<file path="src/hw/rtl/mlqs_pkg.sv">
// ----------------------------------------------------------------------------
// mlqs_pkg
// Shared types and constants of the multilevel slot scheduler: sizes,
// operation and status codes, request and response structs, and the
// command group between controller and datapath.
// ----------------------------------------------------------------------------
package mlqs_pkg;

    localparam int NUM_PRIO    = 16;
    localparam int QUEUE_DEPTH = 16;

    localparam int LVL_W  = $clog2(NUM_PRIO);
    localparam int IDX_W  = $clog2(QUEUE_DEPTH);
    localparam int CNT_W  = $clog2(QUEUE_DEPTH + 1);
    localparam int SLOT_W = $clog2(NUM_PRIO + 1);
    localparam int ADDR_W = $clog2(NUM_PRIO * QUEUE_DEPTH);

    localparam logic KIND_ADD = 1'b0;
    localparam logic KIND_GET = 1'b1;

    localparam logic [1:0] ST_ADDED   = 2'd0;
    localparam logic [1:0] ST_DROPPED = 2'd1;
    localparam logic [1:0] ST_GRANTED = 2'd2;
    localparam logic [1:0] ST_NONE    = 2'd3;

    typedef struct packed {
        logic       kind;
        logic [7:0] proc_id;
        logic [3:0] prio;
    } t_req;

    typedef struct packed {
        logic [1:0] status;
        logic [7:0] granted_id;
        logic [3:0] granted_prio;
    } t_rsp;

    typedef struct packed {
        logic load;
        logic exec;
    } t_cmd;

endpackage

</file>
<file path="src/hw/rtl/mlq_slot_scheduler.sv">
// ----------------------------------------------------------------------------
// mlq_slot_scheduler
// Multilevel ready queue with one FIFO per priority level and a slot quota
// per level; hands out the next process on request.
// ----------------------------------------------------------------------------
// Usage: raise start with a request on i_req while busy is low; the request
// is taken at that clock edge. An add request queues proc_id at level prio,
// or is dropped if that FIFO is full. A get request serves the lowest level
// that has both entries and quota left; with none such, all quotas are
// refilled and the lowest non-empty level is served.
// Exactly one response appears on o_rsp once the request has passed the
// update cycle, marked by o_valid for a single cycle. The receiver cannot
// stall: the response must be captured in that cycle.
// The level is picked as the request is taken; the update cycle then reads
// or writes the shared entry memory and updates pointers.
// busy is high only in the update cycle, so a new request can be taken in
// the cycle in which the previous response is shown.
// Synchronous reset empties every FIFO and sets each quota to the number
// of levels minus the level; entry memory needs no clearing pass.
// ----------------------------------------------------------------------------
module mlq_slot_scheduler (
    input  logic           i_clk,
    input  logic           i_rst_n,
    input  logic           start,
    input  mlqs_pkg::t_req i_req,
    output logic           busy,
    output logic           o_valid,
    output mlqs_pkg::t_rsp o_rsp
);

    mlqs_pkg::t_cmd cmd;

    mlqs_ctrl u_ctrl (
        .i_clk   (i_clk),
        .i_rst_n (i_rst_n),
        .start   (start),
        .busy    (busy),
        .o_valid (o_valid),
        .o_cmd   (cmd)
    );

    mlqs_datapath u_dp (
        .i_clk   (i_clk),
        .i_rst_n (i_rst_n),
        .i_cmd   (cmd),
        .i_req   (i_req),
        .o_rsp   (o_rsp)
    );

endmodule

</file>
<file path="src/hw/rtl/mlqs_ctrl.sv">
// ----------------------------------------------------------------------------
// mlqs_ctrl
// Sequencer of the scheduler: takes a request, runs the update cycle in the
// datapath and presents the response for one cycle.
// ----------------------------------------------------------------------------
module mlqs_ctrl (
    input  logic          i_clk,
    input  logic          i_rst_n,
    input  logic          start,
    output logic          busy,
    output logic          o_valid,
    output mlqs_pkg::t_cmd o_cmd
);

    localparam logic [1:0] S_IDLE = 2'd0;
    localparam logic [1:0] S_EXEC = 2'd1;
    localparam logic [1:0] S_OUT  = 2'd2;

    logic [1:0] r_state;
    logic [1:0] n_state;
    logic       load;

    assign busy       = (r_state == S_EXEC);
    assign load       = start && !busy;
    assign o_valid    = (r_state == S_OUT);
    assign o_cmd.load = load;
    assign o_cmd.exec = (r_state == S_EXEC);

    always_comb begin
        n_state = r_state;
        unique case (r_state)
            S_IDLE: begin
                if (load) n_state = S_EXEC;
            end
            S_EXEC: begin
                n_state = S_OUT;
            end
            S_OUT: begin
                // A new request may be taken while the response is shown.
                n_state = load ? S_EXEC : S_IDLE;
            end
            default: begin
                n_state = S_IDLE;
            end
        endcase
    end

    always_ff @(posedge i_clk) begin
        if (!i_rst_n) begin
            r_state <= S_IDLE;
        end else begin
            r_state <= n_state;
        end
    end

endmodule

</file>
<file path="src/hw/rtl/mlqs_datapath.sv">
// ----------------------------------------------------------------------------
// mlqs_datapath
// Per-level FIFO pointers, counts and slot quotas, the shared entry memory,
// the level pick and the response register.
// ----------------------------------------------------------------------------
module mlqs_datapath (
    input  logic           i_clk,
    input  logic           i_rst_n,
    input  mlqs_pkg::t_cmd i_cmd,
    input  mlqs_pkg::t_req i_req,
    output mlqs_pkg::t_rsp o_rsp
);

    localparam int NP = mlqs_pkg::NUM_PRIO;
    localparam int LW = mlqs_pkg::LVL_W;
    localparam int IW = mlqs_pkg::IDX_W;
    localparam int CW = mlqs_pkg::CNT_W;
    localparam int SW = mlqs_pkg::SLOT_W;
    localparam int AW = mlqs_pkg::ADDR_W;

    function automatic logic [LW-1:0] first_set(input logic [NP-1:0] v);
        logic [LW-1:0] idx;
        idx = '0;
        for (int p = NP - 1; p >= 0; p--) begin
            if (v[p]) idx = LW'(p);
        end
        return idx;
    endfunction

    function automatic logic [IW-1:0] next_idx(input logic [IW-1:0] idx);
        logic [IW-1:0] nxt;
        nxt = (idx == IW'(mlqs_pkg::QUEUE_DEPTH - 1)) ? '0 : idx + IW'(1);
        return nxt;
    endfunction

    // Captured request and pick.
    logic          r_kind;
    logic [7:0]    r_pid;
    logic          r_bad;
    logic [LW-1:0] r_lvl;
    logic          r_found;
    logic          r_refill;

    // Per-level control state.
    logic [IW-1:0] r_head  [NP];
    logic [IW-1:0] r_tail  [NP];
    logic [CW-1:0] r_count [NP];
    logic [SW-1:0] r_slots [NP];
    logic [NP-1:0] r_nonempty;
    logic [NP-1:0] r_has_slot;

    logic [7:0]    mem [NP * mlqs_pkg::QUEUE_DEPTH];
    logic [7:0]    r_rd_data;
    logic [1:0]    r_status;
    logic [3:0]    r_gprio;

    logic [NP-1:0] eligible;
    logic          any_elig;
    logic [CW-1:0] cur_cnt;
    logic          full;
    logic          add_ok;
    logic          take;
    logic [SW-1:0] base_slot;
    logic [SW-1:0] new_slot;
    logic [AW-1:0] wr_addr;
    logic [AW-1:0] rd_addr;

    assign eligible = r_nonempty & r_has_slot;
    assign any_elig = |eligible;

    // Level selection happens as the request is taken.
    always_ff @(posedge i_clk) begin
        if (i_cmd.load) begin
            r_kind <= i_req.kind;
            r_pid  <= i_req.proc_id;
            if (i_req.kind == mlqs_pkg::KIND_ADD) begin
                r_bad    <= (32'(i_req.prio) >= 32'(NP));
                r_lvl    <= (32'(i_req.prio) >= 32'(NP)) ? '0 : LW'(i_req.prio);
                r_found  <= 1'b0;
                r_refill <= 1'b0;
            end else begin
                r_bad    <= 1'b0;
                r_lvl    <= any_elig ? first_set(eligible) : first_set(r_nonempty);
                r_found  <= |r_nonempty;
                r_refill <= !any_elig;
            end
        end
    end

    assign cur_cnt = r_count[r_lvl];
    assign full    = (cur_cnt == CW'(mlqs_pkg::QUEUE_DEPTH));
    assign add_ok  = (r_kind == mlqs_pkg::KIND_ADD) && !r_bad && !full;
    assign take    = (r_kind == mlqs_pkg::KIND_GET) && r_found;

    assign base_slot = r_refill ? (SW'(NP) - SW'(r_lvl)) : r_slots[r_lvl];
    assign new_slot  = (base_slot != '0) ? base_slot - SW'(1) : base_slot;

    assign wr_addr = AW'(r_lvl) * AW'(mlqs_pkg::QUEUE_DEPTH) + AW'(r_tail[r_lvl]);
    assign rd_addr = AW'(r_lvl) * AW'(mlqs_pkg::QUEUE_DEPTH) + AW'(r_head[r_lvl]);

    always_ff @(posedge i_clk) begin
        if (!i_rst_n) begin
            for (int p = 0; p < NP; p++) begin
                r_head[p]  <= '0;
                r_tail[p]  <= '0;
                r_count[p] <= '0;
                r_slots[p] <= SW'(NP - p);
            end
            r_nonempty <= '0;
            r_has_slot <= '1;
        end else if (i_cmd.exec) begin
            // A refill covers every level; the served level is then charged.
            for (int p = 0; p < NP; p++) begin
                if (take && (r_lvl == LW'(p))) begin
                    r_slots[p]    <= new_slot;
                    r_has_slot[p] <= (new_slot != '0);
                end else if (r_refill) begin
                    r_slots[p]    <= SW'(NP - p);
                    r_has_slot[p] <= 1'b1;
                end
            end
            if (take) begin
                r_head[r_lvl]     <= next_idx(r_head[r_lvl]);
                r_count[r_lvl]    <= cur_cnt - CW'(1);
                r_nonempty[r_lvl] <= (cur_cnt != CW'(1));
            end
            if (add_ok) begin
                r_tail[r_lvl]     <= next_idx(r_tail[r_lvl]);
                r_count[r_lvl]    <= cur_cnt + CW'(1);
                r_nonempty[r_lvl] <= 1'b1;
            end
        end
    end

    always_ff @(posedge i_clk) begin
        if (i_cmd.exec && add_ok) begin
            mem[wr_addr] <= r_pid;
        end
        r_rd_data <= mem[rd_addr];
    end

    always_ff @(posedge i_clk) begin
        if (i_cmd.exec) begin
            if (r_kind == mlqs_pkg::KIND_ADD) begin
                r_status <= add_ok ? mlqs_pkg::ST_ADDED : mlqs_pkg::ST_DROPPED;
            end else begin
                r_status <= r_found ? mlqs_pkg::ST_GRANTED : mlqs_pkg::ST_NONE;
            end
            r_gprio <= take ? 4'(r_lvl) : 4'd0;
        end
    end

    assign o_rsp.status       = r_status;
    assign o_rsp.granted_id   = (r_status == mlqs_pkg::ST_GRANTED) ? r_rd_data : 8'd0;
    assign o_rsp.granted_prio = r_gprio;

endmodule

</file>
<file path="config.mk">
export PLATFORM = sky130hd
export DESIGN_NAME = mlq_slot_scheduler
export DESIGN_NICKNAME = d
export VERILOG_FILES = /design/src/hw/rtl/mlqs_pkg.sv /design/src/hw/rtl/mlq_slot_scheduler.sv /design/src/hw/rtl/mlqs_ctrl.sv /design/src/hw/rtl/mlqs_datapath.sv
export SDC_FILE = /design/constraint.sdc
export NUM_CORES = 2
export LEC_CHECK = 0
export BUFFER_PORTS_ARGS = -buffer_cell sky130_fd_sc_hd__buf_2
export CAP_MARGIN = 40
export CORE_ASPECT_RATIO = 0.9
export CORE_MARGIN = 2
export CORE_UTILIZATION = 63
export CTS_BUF_LIST = sky130_fd_sc_hd__clkbuf_4 sky130_fd_sc_hd__clkbuf_8
export DETAILED_ROUTE_END_ITERATION = 8
export PLACE_DENSITY = 0.79
export SYNTH_ARGS = -nofsm -noshare
export SYNTH_HDL_FRONTEND = slang
export SYNTH_SLANG_ARGS = --single-unit
export TNS_END_PERCENT = 20
</file>
<file path="constraint.sdc">
create_clock -name i_clk -period 6.98 [get_ports i_clk]
set_input_delay 1.047 -clock i_clk [delete_from_list [all_inputs] [get_ports i_clk]]
set_output_delay 1.047 -clock i_clk [all_outputs]
set_load 0.03 [all_outputs]
</file>
==> impl_metrics.py <==
metrics = {
    "sta": {
        "rsz0062_at_grt": "no",
        "slew_viol_final": 0,
        "final_hold_viol_count": 0,
        "relSlewSlack_pct": 21.1,
        "max_freq_mhz": 170,
        "setup_violations": 0,
        "totalNegativeSetupSlack_ns": 0,
        "final_min_period_over_clock_period_pct": 84.3,
        "period_needed_ns": 5.88,
        "fin_skew_ns": 0.0975,
        "tightest_slew_ns": 1.18,
    },
    "route": {
        "viasPerCell": 6.68,
        "wl_per_cell_um": 27.7,
        "vias": 67000,
        "drt_iter0_drc": 12400,
        "wl_um": 278000,
        "antenna_left": 0,
        "drc_errors": 0,
        "first_pass_iters": 7,
    },
    "grt": {
        "grt_pass1_vias": 62800,
        "antenna_found_initial": 9,
        "overflow": 0,
        "gr-usage-all-layers_pct": 35.0,
        "grt_start_max_net_pins": 194,
        "grt_first_pass_wirelength_um": 405000,
    },
    "flow_run": {
        "cap_viol_max_count": 0,
    },
    "pwr": {
        "pwr-share-clk_pct": 34.1,
        "pwr-share-seq_pct": 48.0,
        "p_sw_uw": 9970,
        "netSwitchingFraction_pct": 29.7,
        "powerDensity_nw_per_um2": 312,
        "ir_drop_mv": 0.265,
        "leakage_uw": 0.0365,
        "comb_power_share_pct": 17.9,
        "p_int_uw": 23600,
    },
    "synth": {
        "avgSynthCellArea_sq_um": 12.9,
        "synthXorXnorAreaFrac_pct": 0.100,
        "yosys.area_share.simple_pct": 17.4,
        "ys_ff_latch": 2403,
        "netlist_area_sq_um": 97300,
        "synthMuxAreaShare_pct": 2.74,
        "yosys_warnings": 0,
        "synth_edf_count": 2357,
        "synth_cells": 7549,
        "ys_seq_area_share_pct": 73.7,
        "syn-num-nets": 7579,
        "yosysUniqueCellTypes": 80,
        "synth_ff_type": "edfxtp_1",
        "synth-compound-area-share_pct": 3.34,
        "synth-adder-area-share_pct": 0.180,
        "ys_async_sr_fraction_pct": 0,
        "synth_top_family_by_area": "simple AND/OR/NAND/NOR gates",
    },
    "floorplan": {
        "start_util_pct": 63.6,
        "die_h_um": 377,
        "die-area_sq_um": 158000,
        "core_sq_um": 153000,
        "io_pins": 32,
        "die_x_um": 418,
        "rows": 136,
    },
    "clock_network": {
        "cts_buffers": 370,
        "clock_latency_ns": 1.12,
        "clock_path_buffers": 4,
        "cts_resized": 0,
        "cts_tree": "built",
        "cts_sinks": 2403,
        "postCtsHoldBufs": 0,
        "clk_pin_slew_ns": 0.06,
        "cts_setup_buffers": 0,
        "h-tree-depth": 5,
        "cts-root-buf": "clkbuf_8",
    },
    "placed_design": {
        "gp_congestion": 0.958,
        "place_area_sq_um": 101000,
        "dp_hpwl_um": 168000,
        "io_buffers": 31,
    },
    "critical_path": {
        "r2r_end": "u_dp.r_rd_data[4]",
        "crit_slowest_cell": "a21oi_1",
        "cp_max_fo": 122,
        "regToRegSetupSlack_ns": 1.10,
        "reg2reg_depth": 12,
        "setup.worst_path.start_class": "flop",
        "cp.required_ns": 7.96,
        "worstPathCellList": "mux4_2, a22o_1, and3b_4, buf_4, nor4_4, buf_12, nand3_1, nand4_1, a21oi_1, or3_1, a21oi_1, nor4_1",
        "critical_path_class": "reg -> reg",
        "end_kind": "flop",
        "crit_path_end": "u_dp.r_rd_data[4]",
        "worstPathArrival_ns": 6.86,
        "critPathMaxStageDelay_ns": 0.83,
        "crit_path_frequent_cell": "a21oi_1",
    },
    "finish": {
        "final_area_sq_um": 108000,
        "fill_cells": 9703,
        "area_growth_pct": 10.6,
        "fin_nets": 7765,
        "drive_gt1_share_pct": 12.9,
    },
    "worst_hold_path": {
        "hp-class": "in -> reg",
    },
    "outcome": {
        "status": "finished clean",
    },
}
==> layout make-up <==
class,count,area (sq um),share of cell area [%]
timing repair buffer,314,2960,2.75
inverter,18,88.8,0.0825
antenna,14,35.0,0.0326
multi-input combinational,4628,23300,21.6
clock inverter,127,751,0.698
sequential,2403,71700,66.6
clock buffer,521,6310,5.86
tap,2001,2500,2.33
==> worst min-delay path by stage <==
stage                     cells after the start  slack [ns]           endpoint              start
after floorplan                               1        0.41  u_ctrl.r_state[0]  u_ctrl.r_state[0]
after global placement                        1        0.42  u_ctrl.r_state[0]  u_ctrl.r_state[0]
after detailed placement                      1        0.43  u_ctrl.r_state[0]  u_ctrl.r_state[0]
after CTS                                     1        0.11      u_dp.r_pid[4]           i_req[8]
after global routing                          1        0.15      u_dp.r_pid[3]           i_req[7]
final                                         1        0.18      u_dp.r_pid[4]           i_req[8]
==> per-stage QoR <==
stage          util, %  setup slack [ns]  hold WS (ns)  cells  total power (uW)
4_1_cts           70.3              1.47         0.114  10000             33300
3_5_place_dp      65.7              1.47         0.430   9360             22200
2_1_floorplan        -              2.63         0.412   7549             20000
3_3_place_gp      65.3              1.42         0.422   9323             22000
6_report          70.4              1.10         0.182  10000             33600
5_1_grt           70.3              1.17         0.146  10000             34400
==> routing by layer <==
metal | part of all wire, % | GRT usage [%]
met3 | 16 | 10.9
met5 | 0.018 | 0
met1 | 35 | 49.2
met4 | 5.1 | 16.2
met2 | 44 | 50.4
==> kinds of logic after synthesis <==
kind of cell / count (synthesis)
buffers and inverters: 518
adder cells (fa/ha/maj): 14
flip-flops: 2403
AND/OR/NAND/NOR: 3946
multiplexers: 158
XOR/XNOR: 9
AO/OA/AOI/OAI: 501
==> state kept, by name, summed over array words and instances (netlist names), 2 cells and up, named ones only <==
name	flops
u_dp.r_pid	8
u_dp.r_has_slot	16
u_dp.r_nonempty	15
u_dp.mem	2048
u_dp.r_slots	80
u_dp.r_gprio	4
u_dp.r_status	2
u_dp.r_head	64
u_dp.r_count	80
u_ctrl.r_state	2
u_dp.r_tail	64
u_dp.r_rd_data	8
u_dp.r_lvl	4
==> critical path, delay by kind of cell (launching register included) <==
family | cells | cell delay, ns
AND/OR/NAND/NOR | 6 | 2.04
AO/OA/AOI/OAI | 3 | 1.14
buffers and inverters | 2 | 1.09
flip-flops | 1 | 0.79
multiplexers | 1 | 0.61
==> Yosys cell counts (18+ instances only) <==
library cell | instances | area share (%)
o21ai_0 | 75 | 0.39
mux4_2 | 79 | 1.8
edfxtp_1 | 2357 | 73
nand4_1 | 161 | 1.0
buf_2 | 180 | 0.93
dfxtp_1 | 46 | 0.95
a32oi_1 | 38 | 0.34
clkbuf_1 | 212 | 0.82
buf_1 | 34 | 0.13
a31oi_1 | 191 | 1.2
nor2_1 | 578 | 2.2
buf_4 | 59 | 0.46
o22ai_1 | 26 | 0.17
and3_1 | 49 | 0.31
and2_1 | 20 | 0.13
nand3_1 | 902 | 4.6
nor4_1 | 31 | 0.20
nand2_1 | 2118 | 8.2
mux2i_1 | 67 | 0.69
a21oi_1 | 81 | 0.42
a311oi_1 | 18 | 0.16
nor3_1 | 28 | 0.14
==> power groups by stage <==
stage	Clock (uW)	Sequential (uW)	Combinational, uW
6_report	11500	16100	6030
5_1_grt	12000	16100	6270
4_1_cts	11400	16100	5790
3_5_place_dp	0	16400	5760
3_3_place_gp	0	16400	5590
2_1_floorplan	0	16500	3510
==> placed cells by master, fill, tap and decap left out, types with 6 or more instances in the layout <==
| cell type | netlist | final |
|---|---|---|
| clkbuf_8 | 0 | 383 |
| buf_2 | 180 | 38 |
| nor3_1 | 28 | 27 |
| nand2_1 | 2118 | 2116 |
| nor2b_1 | 12 | 10 |
| a22oi_1 | 7 | 7 |
| bufinv_16 | 0 | 7 |
| nor4_1 | 31 | 31 |
| buf_8 | 0 | 8 |
| o22a_1 | 10 | 10 |
| buf_16 | 0 | 9 |
| dfxtp_1 | 46 | 44 |
| nand2b_1 | 11 | 11 |
| diode_2 | 0 | 14 |
| a311oi_1 | 18 | 18 |
| nor2_1 | 578 | 576 |
| and2_1 | 20 | 20 |
| a22o_1 | 6 | 6 |
| nand4_1 | 161 | 161 |
| a32oi_1 | 38 | 38 |
| or3_1 | 8 | 8 |
| buf_4 | 59 | 220 |
| clkbuf_4 | 0 | 138 |
| clkinv_2 | 0 | 37 |
| nand3_2 | 0 | 15 |
| o22ai_1 | 26 | 26 |
| mux4_2 | 79 | 78 |
| o221a_2 | 7 | 7 |
| ha_1 | 14 | 14 |
| edfxtp_1 | 2357 | 2357 |
| buf_12 | 3 | 36 |
| o21ai_0 | 75 | 75 |
| and3_1 | 49 | 49 |
| inv_1 | 15 | 14 |
| nand3_1 | 902 | 887 |
| a31oi_1 | 191 | 191 |
| mux2i_1 | 67 | 67 |
| clkinv_1 | 1 | 74 |
| a21oi_1 | 81 | 80 |
No activity file was read; power rests on OpenSTA's default activity.
